==> config.mk <==
export PLATFORM = sky130hd
export DESIGN_NAME = uu_line_encoder_top
export DESIGN_NICKNAME = d
export VERILOG_FILES = /design/src/sv/uule_pkg.sv /design/src/sv/uu_line_encoder_top.sv /design/src/sv/uule_front.sv /design/src/sv/uule_queue.sv /design/src/sv/uule_back.sv
export SDC_FILE = /design/constraint.sdc
export NUM_CORES = 1
export LEC_CHECK = 0
export BUFFER_PORTS_ARGS = -buffer_cell sky130_fd_sc_hd__clkbuf_2
export CAP_MARGIN = 20
export CORE_MARGIN = 10
export CORE_UTILIZATION = 59
export DETAILED_ROUTE_END_ITERATION = 12
export PLACE_DENSITY = 0.76
export SYNTH_ARGS = -nofsm -noshare
export SYNTH_HDL_FRONTEND = slang
export SYNTH_SLANG_ARGS = --single-unit
==> constraint.sdc <==
create_clock -name clk -period 11.36 [get_ports clk]
set_clock_uncertainty 0.15 [all_clocks]
set_input_delay 1.136 -clock clk [delete_from_list [all_inputs] [get_ports clk]]
set_output_delay 1.136 -clock clk [all_outputs]
set_load 0.02 [all_outputs]
==> src/sv/uule_pkg.sv <==
// Package for the uuencode line encoder: payload words, queue entry, sequencer states.
// Holds character constants and the 6-bit-to-character mapping. No dependencies.
package uule_pkg;

  localparam int CNT_W      = 6;
  localparam int SUM_W      = 14;
  localparam int NUM_DIGITS = 5;

  localparam logic [7:0] CHAR_CR     = 8'h0D;
  localparam logic [7:0] CHAR_LF     = 8'h0A;
  localparam logic [7:0] CHAR_ZERO   = 8'h30;
  localparam logic [7:0] CHAR_BACKQ  = 8'h60;
  localparam logic [7:0] CHAR_OFFSET = 8'h20;
  localparam logic [7:0] LEN_OFFSET  = 8'd32;

  // floor(s / 10) == (s * RECIP10) >> RECIP_SHIFT for every 16-bit s
  localparam logic [15:0] RECIP10     = 16'd52429;
  localparam int          RECIP_SHIFT = 19;

  typedef struct packed {
    logic [7:0]       data_byte;
    logic [CNT_W-1:0] byte_count;
  } in_item_t;

  typedef struct packed {
    logic [7:0] char_out;
    logic       run_last;
    logic       line_end;
  } out_item_t;

  // Work for the back end, one entry per input word that yields characters
  typedef struct packed {
    logic             has_len;
    logic [7:0]       len_char;
    logic             has_grp;
    logic [23:0]      grp;
    logic             is_end;
    logic [SUM_W-1:0] sum;
  } job_t;

  typedef enum logic [3:0] {
    B_IDLE,
    B_LEN,
    B_G0,
    B_G1,
    B_G2,
    B_G3,
    B_CR1,
    B_LF1,
    B_DIG,
    B_CR2,
    B_LF2
  } back_state_t;

  function automatic logic [7:0] six_to_char(input logic [5:0] v);
    six_to_char = (v == 6'd0) ? CHAR_BACKQ : ({2'b00, v} + CHAR_OFFSET);
  endfunction

endpackage

==> src/sv/uu_line_encoder_top.sv <==
// Top level of the uuencode line encoder with decimal checksum trailer.
// Instantiates uule_front, uule_queue and uule_back; depends on uule_pkg.
//
//  channel | ports                          | word
//  --------+--------------------------------+-----------------------------------
//  input   | in_valid, in_ready, in_data    | in_item_t: data_byte, byte_count
//  output  | out_valid, out_ready, out_data | out_item_t: char_out, run_last,
//          |                                |   line_end
//
// Flow: the front takes one input word per cycle while the two-entry job
// queue has room. The back sends one character per cycle through its output
// register while out_ready is high: a length character, four per encoded
// group, and CR LF, the checksum digits and CR LF as the trailer. The digit
// phase waits for the divide-by-ten unit to finish, which starts when the job
// is loaded. Mid-line, three bytes yield four characters of the output.
// Reset: rst_n clears line state, queue pointers and the sequencer; no sweep.
// Stalls: out_ready low holds the output register; the queue absorbs two
// jobs, then in_ready drops until the back frees an entry.
module uu_line_encoder_top import uule_pkg::*; #(
  parameter int MAX_LINE_BYTES = 45
) (
  input  logic      clk,
  input  logic      rst_n,
  input  logic      in_valid,
  output logic      in_ready,
  input  in_item_t  in_data,
  output logic      out_valid,
  input  logic      out_ready,
  output out_item_t out_data
);

  logic q_full, q_push, q_pop, head_valid;
  job_t q_job, head_job;

  // classify each byte and fold it into the line state
  uule_front #(
    .MAX_LINE_BYTES(MAX_LINE_BYTES)
  ) u_front (
    .clk      (clk),
    .rst_n    (rst_n),
    .in_valid (in_valid),
    .in_ready (in_ready),
    .in_data  (in_data),
    .q_full   (q_full),
    .q_push   (q_push),
    .q_job    (q_job)
  );

  // decouple byte intake from character output
  uule_queue u_queue (
    .clk        (clk),
    .rst_n      (rst_n),
    .push       (q_push),
    .push_job   (q_job),
    .full       (q_full),
    .pop        (q_pop),
    .head_valid (head_valid),
    .head_job   (head_job)
  );

  // expand jobs into characters
  uule_back u_back (
    .clk        (clk),
    .rst_n      (rst_n),
    .head_valid (head_valid),
    .head_job   (head_job),
    .pop        (q_pop),
    .out_valid  (out_valid),
    .out_ready  (out_ready),
    .out_data   (out_data)
  );

endmodule

==> src/sv/uule_front.sv <==
// Front end: accepts data words, tracks line state and builds back-end jobs.
// Depends on uule_pkg.
module uule_front import uule_pkg::*; #(
  parameter int MAX_LINE_BYTES = 45
) (
  input  logic     clk,
  input  logic     rst_n,
  input  logic     in_valid,
  output logic     in_ready,
  input  in_item_t in_data,
  input  logic     q_full,
  output logic     q_push,
  output job_t     q_job
);

  localparam logic [CNT_W-1:0] MaxCnt = CNT_W'(MAX_LINE_BYTES);

  logic             in_line_r, in_line_nxt;
  logic [CNT_W-1:0] left_r, left_nxt;
  logic [15:0]      grp_r, grp_nxt;
  logic [1:0]       fill_r, fill_nxt;
  logic [SUM_W-1:0] sum_r, sum_nxt;

  logic             take;
  logic             first;
  logic [CNT_W-1:0] cnt, left0, left1;
  logic [15:0]      grp0, grp1;
  logic [1:0]       fill0, fill1;
  logic [SUM_W-1:0] sum0, sum1;
  logic             full_grp, line_done;

  assign in_ready = !q_full;
  assign take     = in_valid && in_ready;
  assign first    = !in_line_r;

  always_comb begin
    cnt = in_data.byte_count;
    if (cnt == '0) begin
      cnt = CNT_W'(1);
    end
    if (cnt > MaxCnt) begin
      cnt = MaxCnt;
    end
    left0 = first ? cnt : left_r;
    grp0  = first ? 16'h0 : grp_r;
    fill0 = first ? 2'd0 : fill_r;
    sum0  = first ? '0 : sum_r;

    sum1      = sum0 + {{(SUM_W-8){1'b0}}, in_data.data_byte};
    left1     = left0 - CNT_W'(1);
    full_grp  = (fill0 == 2'd2);
    line_done = (left1 == '0);

    q_job          = '0;
    q_job.has_len  = first;
    q_job.len_char = {2'b00, cnt} + LEN_OFFSET;
    q_job.is_end   = line_done;
    q_job.sum      = sum1;

    if (full_grp) begin
      grp1  = 16'h0;
      fill1 = 2'd0;
      q_job.has_grp = 1'b1;
      q_job.grp     = {grp0, in_data.data_byte};
    end else begin
      grp1  = {grp0[7:0], in_data.data_byte};
      fill1 = fill0 + 2'd1;
    end

    // pad a short group with zero bytes at line end
    if (line_done && fill1 == 2'd1) begin
      q_job.has_grp = 1'b1;
      q_job.grp     = {grp1[7:0], 16'h0};
    end else if (line_done && fill1 == 2'd2) begin
      q_job.has_grp = 1'b1;
      q_job.grp     = {grp1, 8'h0};
    end

    q_push = take && (q_job.has_len || q_job.has_grp || q_job.is_end);

    in_line_nxt = in_line_r;
    left_nxt    = left_r;
    grp_nxt     = grp_r;
    fill_nxt    = fill_r;
    sum_nxt     = sum_r;
    if (take) begin
      in_line_nxt = !line_done;
      left_nxt    = left1;
      grp_nxt     = line_done ? 16'h0 : grp1;
      fill_nxt    = line_done ? 2'd0 : fill1;
      sum_nxt     = sum1;
    end
  end

  always_ff @(posedge clk) begin
    if (!rst_n) begin
      in_line_r <= 1'b0;
      left_r    <= '0;
      grp_r     <= 16'h0;
      fill_r    <= 2'd0;
      sum_r     <= '0;
    end else begin
      in_line_r <= in_line_nxt;
      left_r    <= left_nxt;
      grp_r     <= grp_nxt;
      fill_r    <= fill_nxt;
      sum_r     <= sum_nxt;
    end
  end

endmodule

==> src/sv/uule_queue.sv <==
// Two-entry job queue between front and back end.
// Depends on uule_pkg.
module uule_queue import uule_pkg::*; (
  input  logic clk,
  input  logic rst_n,
  input  logic push,
  input  job_t push_job,
  output logic full,
  input  logic pop,
  output logic head_valid,
  output job_t head_job
);

  job_t       ent_r [2];
  logic       wr_ptr_r, rd_ptr_r;
  logic [1:0] count_r, count_nxt;

  assign full       = (count_r == 2'd2);
  assign head_valid = (count_r != 2'd0);
  assign head_job   = ent_r[rd_ptr_r];

  always_comb begin
    count_nxt = count_r;
    if (push && !pop) begin
      count_nxt = count_r + 2'd1;
    end else if (pop && !push) begin
      count_nxt = count_r - 2'd1;
    end
  end

  always_ff @(posedge clk) begin
    if (push) begin
      ent_r[wr_ptr_r] <= push_job;
    end
  end

  always_ff @(posedge clk) begin
    if (!rst_n) begin
      wr_ptr_r <= 1'b0;
      rd_ptr_r <= 1'b0;
      count_r  <= 2'd0;
    end else begin
      if (push) begin
        wr_ptr_r <= !wr_ptr_r;
      end
      if (pop) begin
        rd_ptr_r <= !rd_ptr_r;
      end
      count_r <= count_nxt;
    end
  end

  a_no_push_full: assert property (@(posedge clk) disable iff (!rst_n)
    full |-> !push)
    else $error("job pushed into full queue");

  a_no_pop_empty: assert property (@(posedge clk) disable iff (!rst_n)
    pop |-> head_valid)
    else $error("job popped from empty queue");

endmodule

==> src/sv/uule_back.sv <==
// Back end: walks each job through its characters into the output register.
// Converts the line sum to decimal digits, one divide-by-ten a cycle. Depends on uule_pkg.
module uule_back import uule_pkg::*; (
  input  logic      clk,
  input  logic      rst_n,
  input  logic      head_valid,
  input  job_t      head_job,
  output logic      pop,
  output logic      out_valid,
  input  logic      out_ready,
  output out_item_t out_data
);

  back_state_t state_r, state_nxt, after;
  job_t        job_r;
  logic        out_valid_r;
  out_item_t   out_data_r;
  logic [SUM_W-1:0] conv_s_r;
  logic [2:0]       conv_cnt_r;
  logic [3:0]       dig_r [NUM_DIGITS];
  logic [2:0]       dig_idx_r;

  logic        conv_done, out_free, emit, done, load;
  logic [29:0] prod;
  logic [SUM_W-1:0] quot, quot10;
  logic [3:0]  rem;
  logic [7:0]  char_sel;

  function automatic back_state_t first_state(input job_t j);
    if (j.has_len) begin
      first_state = B_LEN;
    end else if (j.has_grp) begin
      first_state = B_G0;
    end else begin
      first_state = B_CR1;
    end
  endfunction

  function automatic logic [2:0] top_digit(input logic [SUM_W-1:0] s);
    if (s >= SUM_W'(10000)) begin
      top_digit = 3'd4;
    end else if (s >= SUM_W'(1000)) begin
      top_digit = 3'd3;
    end else if (s >= SUM_W'(100)) begin
      top_digit = 3'd2;
    end else if (s >= SUM_W'(10)) begin
      top_digit = 3'd1;
    end else begin
      top_digit = 3'd0;
    end
  endfunction

  assign conv_done = (conv_cnt_r == 3'(NUM_DIGITS));
  assign out_free  = !out_valid_r || out_ready;
  assign emit      = (state_r != B_IDLE) && out_free && !(state_r == B_DIG && !conv_done);

  // next state
  always_comb begin
    after = B_IDLE;
    done  = 1'b0;
    case (state_r)
      B_LEN: begin
        if (job_r.has_grp) begin
          after = B_G0;
        end else if (job_r.is_end) begin
          after = B_CR1;
        end else begin
          done = 1'b1;
        end
      end
      B_G0: after = B_G1;
      B_G1: after = B_G2;
      B_G2: after = B_G3;
      B_G3: begin
        if (job_r.is_end) begin
          after = B_CR1;
        end else begin
          done = 1'b1;
        end
      end
      B_CR1: after = B_LF1;
      B_LF1: after = B_DIG;
      B_DIG: after = (dig_idx_r == 3'd0) ? B_CR2 : B_DIG;
      B_CR2: after = B_LF2;
      B_LF2: done = 1'b1;
      default: after = B_IDLE;
    endcase

    load = head_valid && (state_r == B_IDLE || (emit && done));
    if (load) begin
      state_nxt = first_state(head_job);
    end else if (emit) begin
      state_nxt = done ? B_IDLE : after;
    end else begin
      state_nxt = state_r;
    end
  end

  // character for the current state
  always_comb begin
    case (state_r)
      B_LEN:   char_sel = job_r.len_char;
      B_G0:    char_sel = six_to_char(job_r.grp[23:18]);
      B_G1:    char_sel = six_to_char(job_r.grp[17:12]);
      B_G2:    char_sel = six_to_char(job_r.grp[11:6]);
      B_G3:    char_sel = six_to_char(job_r.grp[5:0]);
      B_CR1:   char_sel = CHAR_CR;
      B_LF1:   char_sel = CHAR_LF;
      B_DIG:   char_sel = CHAR_ZERO + {4'h0, dig_r[dig_idx_r]};
      B_CR2:   char_sel = CHAR_CR;
      B_LF2:   char_sel = CHAR_LF;
      default: char_sel = 8'h00;
    endcase
  end

  assign pop = load;

  // one divide-by-ten step
  assign prod   = {16'h0, conv_s_r} * {14'h0, RECIP10};
  assign quot   = {{(SUM_W-(30-RECIP_SHIFT)){1'b0}}, prod[29:RECIP_SHIFT]};
  assign quot10 = {quot[SUM_W-4:0], 3'b000} + {quot[SUM_W-2:0], 1'b0};
  assign rem    = 4'(conv_s_r - quot10);

  always_ff @(posedge clk) begin
    if (load) begin
      job_r <= head_job;
    end
    if (emit) begin
      out_data_r.char_out <= char_sel;
      out_data_r.run_last <= done;
      out_data_r.line_end <= (state_r == B_LF2);
    end
    if (load) begin
      conv_s_r <= head_job.sum;
    end else if (!conv_done) begin
      conv_s_r <= quot;
    end
    if (!load && !conv_done) begin
      dig_r[conv_cnt_r] <= rem;
    end
    if (load) begin
      dig_idx_r <= top_digit(head_job.sum);
    end else if (emit && state_r == B_DIG && dig_idx_r != 3'd0) begin
      dig_idx_r <= dig_idx_r - 3'd1;
    end
  end

  always_ff @(posedge clk) begin
    if (!rst_n) begin
      state_r     <= B_IDLE;
      out_valid_r <= 1'b0;
      conv_cnt_r  <= 3'(NUM_DIGITS);
    end else begin
      state_r <= state_nxt;
      if (emit) begin
        out_valid_r <= 1'b1;
      end else if (out_ready) begin
        out_valid_r <= 1'b0;
      end
      if (load) begin
        conv_cnt_r <= 3'd0;
      end else if (!conv_done) begin
        conv_cnt_r <= conv_cnt_r + 3'd1;
      end
    end
  end

  assign out_valid = out_valid_r;
  assign out_data  = out_data_r;

  a_end_has_last: assert property (@(posedge clk) disable iff (!rst_n)
    out_valid_r && out_data_r.line_end |-> out_data_r.run_last)
    else $error("line end without last-of-word mark");

  a_dig_end_job: assert property (@(posedge clk) disable iff (!rst_n)
    state_r == B_DIG |-> job_r.is_end)
    else $error("digit phase outside a line-ending job");

  a_dig_ready: assert property (@(posedge clk) disable iff (!rst_n)
    emit && state_r == B_DIG |-> conv_done && dig_idx_r <= 3'(NUM_DIGITS - 1))
    else $error("digit sent before conversion finished");

endmodule
# Yosys cells after proc, flatten, opt, wreduce, memory -nomap -nowiden

Memories as Yosys holds them, arrays and structs flattened. A register that Yosys moved wholly into a read port is not among the register bits.
Index checks and enable logic that the tools add are counted.

RAM bits: 116
Bits in registers: 112
Word-level logic and storage cells: 158
Memories: 2
Output and inout bits: 12

Add/sub/neg operators: 15
Multiply operators: 1
$lt $le $gt $ge: 5
Reduce and logical (&&, ||, !) cells: 46
Equal/unequal tests: 16
Bitwise logic cells: 1
Multiplexer cells: 51

Memory list:

| memory        | depth | width | read ports | clocked after Yosys merged registers in | write ports | RTL line         | text |
|---|---|---|---|---|---|---|---|
| u_queue.ent_r | 2     | 48    | 1          | 1                                       | 1           | uule_queue.sv:14 | `job_t ent_r [2];` |
| u_back.dig_r  | 5     | 4     | 1          | 1                                       | 1           | uule_back.sv:20  | `logic [3:0] dig_r [NUM_DIGITS];` |

Operators by type and width:

| operator               | count |
|---|---|
| $mux 25                | 3 |
| $pmux 8 s8             | 1 |
| $mux 16                | 3 |
| $mux 14                | 3 |
| $logic_not 6->1        | 6 |
| $pmux 4 s9             | 1 |
| $add 6x6->7 const B    | 5 |
| $mux 8                 | 4 |
| $mul 14x16->30 const B | 1 |
| $mux 3                 | 10 |
| $mux 4                 | 5 |
| $mux 6                 | 3 |
| $eq 4x3->1 const B     | 4 |
| $add 14x8->14          | 1 |
| $ge 14x10->1 const B   | 1 |
| $ge 14x14->1 const B   | 1 |
| $ge 14x4->1 const B    | 1 |
| $ge 14x7->1 const B    | 1 |
| $logic_and 1x1->1      | 14 |
| $eq 4x4->1 const B     | 3 |
| $mux 1                 | 12 |
| $logic_not 1->1        | 10 |
| $mux 2                 | 5 |
| $reduce_bool 2->1      | 5 |
| 23 further kinds       | 32 |

# Longest topological paths before layout

Depth after elaboration: 17
Mapped depth: 22
Mapped depth without buffers: 22

# By module

Synthesis repeated with hierarchy kept, for this count alone.

Cell total of the unflattened synthesis: 1204
Area, all modules: 14174.8 sq um

Modules (own cells, without submodules):

| module     | instances | cells each | area an instance (sq um) | sequential area each (sq um) |
|---|---|---|---|---|
| uule_back  | 1         | 695        | 7648.6                   | 2652.5 |
| uule_queue | 1         | 174        | 3753.6                   | 3042.9 |
| uule_front | 1         | 335        | 2772.7                   | 780.7 |

# Worst setup path after synthesis

OpenSTA, ideal clock, no wires.

Path type: flip-flop to flip-flop
Start: register u_back.conv_s_r[12]
End: memory u_back.dig_r[0][3] (data pin)
Path buffers: 0
Setup time: 0.281 ns
Cell stages (with the launch flop): 23
Data arrival time: 5.384 ns
Path slack: 5.545 ns
Period minus slack after synthesis: 5.815 ns
Cell sequence: edfxtp_1 > inv_1 > ha_1 > inv_1 > fa_1 > inv_1 > fa_1 > fa_1 > inv_1 > fa_1 > inv_1 > fa_1 > inv_1 > ha_1 > o21ai_0 > nand2b_1 > a31oi_1 > nand2_1 > a21oi_1 > xnor2_1 > ha_1 > a21oi_1 > xnor3_1

Cells in the longest elaborated chain, start to end: 3

Ends and longest elaborated chain:

| element                | RTL line         | text |
|---|---|---|
| from (decl)            | uule_back.sv:18  | `logic [SUM_W-1:0] conv_s_r;` |
| from (signal assigned) | uule_back.sv:134 | `conv_s_r <= head_job.sum;` |
| from (signal assigned) | uule_back.sv:136 | `conv_s_r <= quot;` |
| $mul 14x16->30         | uule_back.sv:119 | `assign prod = {16'h0, conv_s_r} * {14'h0, RECIP10};` |
| $add 4x4->4            | uule_back.sv:121 | `assign quot10 = {quot[SUM_W-4:0], 3'b000} + {quot[SUM_W-2:0], 1'b0};` |
| $sub 4x4->4            | uule_back.sv:122 | `assign rem = 4'(conv_s_r - quot10);` |
| via u_back.rem[3]      | uule_back.sv:26  | `logic [3:0] rem;` |
| to (decl)              | uule_back.sv:20  |  |

The timed path passes the listed nets, and every way through them passes these cells.

# Worst setup path in the final report

Start: register u_back.conv_s_r[13]
End: memory u_back.dig_r[1][3] (data pin)

Same word-level chain as after synthesis.

==> flow_summary_export.csv <==
group,metric,value,unit
floorplan,die_w,172.5,µm
routing,drt-initial-drc-count,637,
clock_network,cts_tree,"done",
worst_hold_path,min-delay-start,"u_front.sum_r[5]$_SDFFE_PN0P_",
cells_and_area,diodes,0,
synthesis,syn-cell-area,13720,µm²
routing,ant_nets,0,
synthesis,postSynthAreaPerCell,11.61,µm²
worst_hold_path,hp-class,"register to register",
clock_network,htree_levels,1,
cells_and_area,final_cell_mix,"edfxtp_1 (175), inv_1 (130), ha_1 (122)",
setup_path,reg2reg_depth,21,
sta,hold_ws,310.6,ps
setup_path,worst-r2r-setup-slack,5150,ps
clock_network,clock_sinks,230,
synthesis,ys_seq_area_share,46.32,%
routing,via_count,8949,
sta,period_share,54.64,%
cells_and_area,layout.cells.most_common,"edfxtp_1",
synthesis,synth_edf_count,175,
clock_network,path_clk_slew,60,ps
routing,vias_per_cell,5.830,
clock_network,cts-buffers-inserted,24,
floorplan,core,22780,µm²
routing,drc,0,
setup_path,r2r_end,"u_back.dig_r[1][3]$_DFFE_PP_",
cells_and_area,fin_cells,1535,
setup_path,worstPathRequired,11460,ps
sta,final-max-slew-violation-count,0,
setup_path,worstSetupStartpointType,"register",
floorplan,rows,55,
grt,grt_pass1_wl,45440,µm
setup_path,crit_fanout,5,
setup_path,worstSetupEndpointType,"register",
floorplan,pin_count,30,
outcome,status,"completed",
routing,routed_wl,27800,µm
flow_run,cap_violations,0,
grt,grt-ovfl-total,0,
synthesis,yosys-top-cells-area,"edfxtp_1 (38%), ha_1 (11%), dfxtp_1 (8.0%)",
grt,grt_start_max_net_pins,63,
synthesis,ys_warn_count,0,
routing,routedWlPerCell,18.11,µm
grt,antenna_found_initial,0,
place,gp_congestion,0.9043,
cells_and_area,drive_above_1_share,11.78,%
clock_network,ctsHoldBuffers,0,
setup_path,crit_arrival,6300,ps
cells_and_area,area_growth,9.227,%
worst_hold_path,hold_path_depth,2,
grt,track_usage,18.29,%
place,place_inst,1490,
sta,fin_setup_tns,0,ps
floorplan,start_util,60.25,%
synthesis,synthCells,1182,
clock_network,cts_resized,0,
clock_network,clock_latency,530,ps
sta,rsz0062_at_grt,"no",
synthesis,ys_types,74,
place,hpwl,20780,µm
clock_network,root_buffer,"clkbuf_16",
synthesis,yosysTopAreaCellShare,38.29,%
sta,worst_slew_pin_slew,983.2,ps
sta,period_needed,6207,ps
synthesis,synth.ff_latch_count,230,
worst_hold_path,min_to,"u_front.sum_r[5]$_SDFFE_PN0P_",
synthesis,ys.flop_type,"edfxtp_1",
grt,grt_pass1_vias,8728,
routing,first_pass_iters,5,
place,portBuffers,28,
synthesis,syn-num-nets,1375,
clock_network,cts_buffer_depth,3,
synthesis,synth.largest_area_cell,"edfxtp_1",
sta,setup_viol_count_final,0,
floorplan,dieArea,29760,µm²
sta,slew_headroom,34.17,%
setup_path,crit_type,"register to register",
clock_network,post_cts_buffers,0,
synthesis,synthArstFlopShare,0,%
cells_and_area,finalNetCount,1398,
setup_path,worstReg2RegStart,"u_back.conv_s_r[13]$_SDFFCE_PN0P_",
sta,hold_viol,0,
sta,fmax,0.1611,GHz
floorplan,die_h,172.5,µm
worst max-delay path by stage:
stage | slack [ps] | endpoint | from
4_1_cts | 5150 | u_back.dig_r[1][3]$_DFFE_PP_ | u_back.conv_s_r[8]$_DFFE_PP_
2_1_floorplan | 5550 | u_back.dig_r[0][3]$_DFFE_PP_ | u_back.conv_s_r[12]$_SDFFCE_PN0P_
6_report | 5150 | u_back.dig_r[1][3]$_DFFE_PP_ | u_back.conv_s_r[13]$_SDFFCE_PN0P_
3_3_place_gp | 5320 | u_back.dig_r[0][3]$_DFFE_PP_ | u_back.conv_s_r[12]$_SDFFCE_PN0P_
5_1_grt | 4860 | u_back.dig_r[3][3]$_DFFE_PP_ | u_back.conv_s_r[8]$_DFFE_PP_
3_5_place_dp | 5140 | u_back.dig_r[2][3]$_DFFE_PP_ | u_back.conv_s_r[8]$_DFFE_PP_
routing by layer:
layer | global-route usage [%] | vias up | wire length (µm)
met3 | 2.474 | 48 | 1573
met1 | 26.25 | 4320 | 12910
li1 | - | 4327 | -
met2 | 28.68 | 254 | 12720
met5 | 0 | - | 0
met4 | 4.458 | 0 | 597
synthesized netlist by cell type (10+ instances only):
library cell,instances
ha_1,122
nor3_1,26
nor2_1,51
a22o_1,11
nand3_1,21
o21ai_0,51
nand2_1,57
inv_1,130
edfxtp_1,175
mux2i_1,20
dfxtp_1,55
a22oi_1,29
clkbuf_1,31
o211ai_1,12
and2_1,20
fa_1,53
nand2b_1,12
xnor2_1,20
a21boi_0,12
a211oi_1,10
nor2b_1,29
a21oi_1,38
xor2_1,11
mux2_2,45
layout make-up:
class | count | area [µm²]
fill | 1736 | 7789
clock buffer | 29 | 619.3
timing repair buffer | 39 | 251.5
sequential | 230 | 6357
inverter | 131 | 491.7
tap | 313 | 391.6
multi-input combinational | 779 | 6705
clock inverter | 14 | 172.7
state kept, by name (all words and copies together) (netlist names), named ones only:
| signal | count |
|---|---|
| u_queue.count_r | 2 |
| u_back.job_r | 33 |
| u_front.grp_r | 16 |
| u_front.left_r | 6 |
| u_front.fill_r | 2 |
| u_back.conv_cnt_r | 3 |
| u_back.out_valid | 1 |
| u_queue.ent_r | 96 |
| u_back.state_r | 4 |
| u_back.out_data | 9 |
| u_front.in_line_r | 1 |
| u_queue.rd_ptr_r | 1 |
| u_queue.wr_ptr_r | 1 |
| u_back.dig_r | 20 |
| u_back.conv_s_r | 14 |
| u_front.sum_r | 14 |
| u_back.dig_idx_r | 3 |
cells by family (layout without fill, tap and decap cells):
| group | after synthesis | in the layout | share of synthesized area, % |
|---|---|---|---|
| buf+inv | 173 | 213 | 4.841 |
| other cells | 1 | 1 | 0.02733 |
| simple gates | 273 | 273 | 10.60 |
| xor+xnor | 32 | 32 | 2.143 |
| compound gates | 229 | 229 | 11.41 |
| fa+ha+maj | 175 | 175 | 18.85 |
| flops | 230 | 230 | 46.32 |
| mux | 69 | 69 | 5.808 |
stage by stage:
stage	utilization (%)	instance area (µm²)	worst slack, ps
global route	65.81	14990	4857
detailed placement	62.15	14160	5136
global placement	62.07	14140	5323
floorplan	-	13720	5545
CTS	65.63	14950	5147
finish	65.81	14990	5153
critical path, stage by stage, from the launching register on:
cell and delay (ps):
edfxtp_1 430, ha_1 310, inv_1 70, fa_1 580, inv_1 100, fa_1 490, fa_1 550, inv_1 50
fa_1 500, inv_1 50, fa_1 490, inv_1 40, ha_1 270, o21ai_0 140, nand2b_1 140, a31oi_1 170
nand2_1 130, a21oi_1 200, xnor2_1 170, ha_1 300, a21oi_1 200, xnor3_1 410
Power is not shown: default switching activity piles up to over one toggle a cycle in this logic, so the estimate is an artifact.
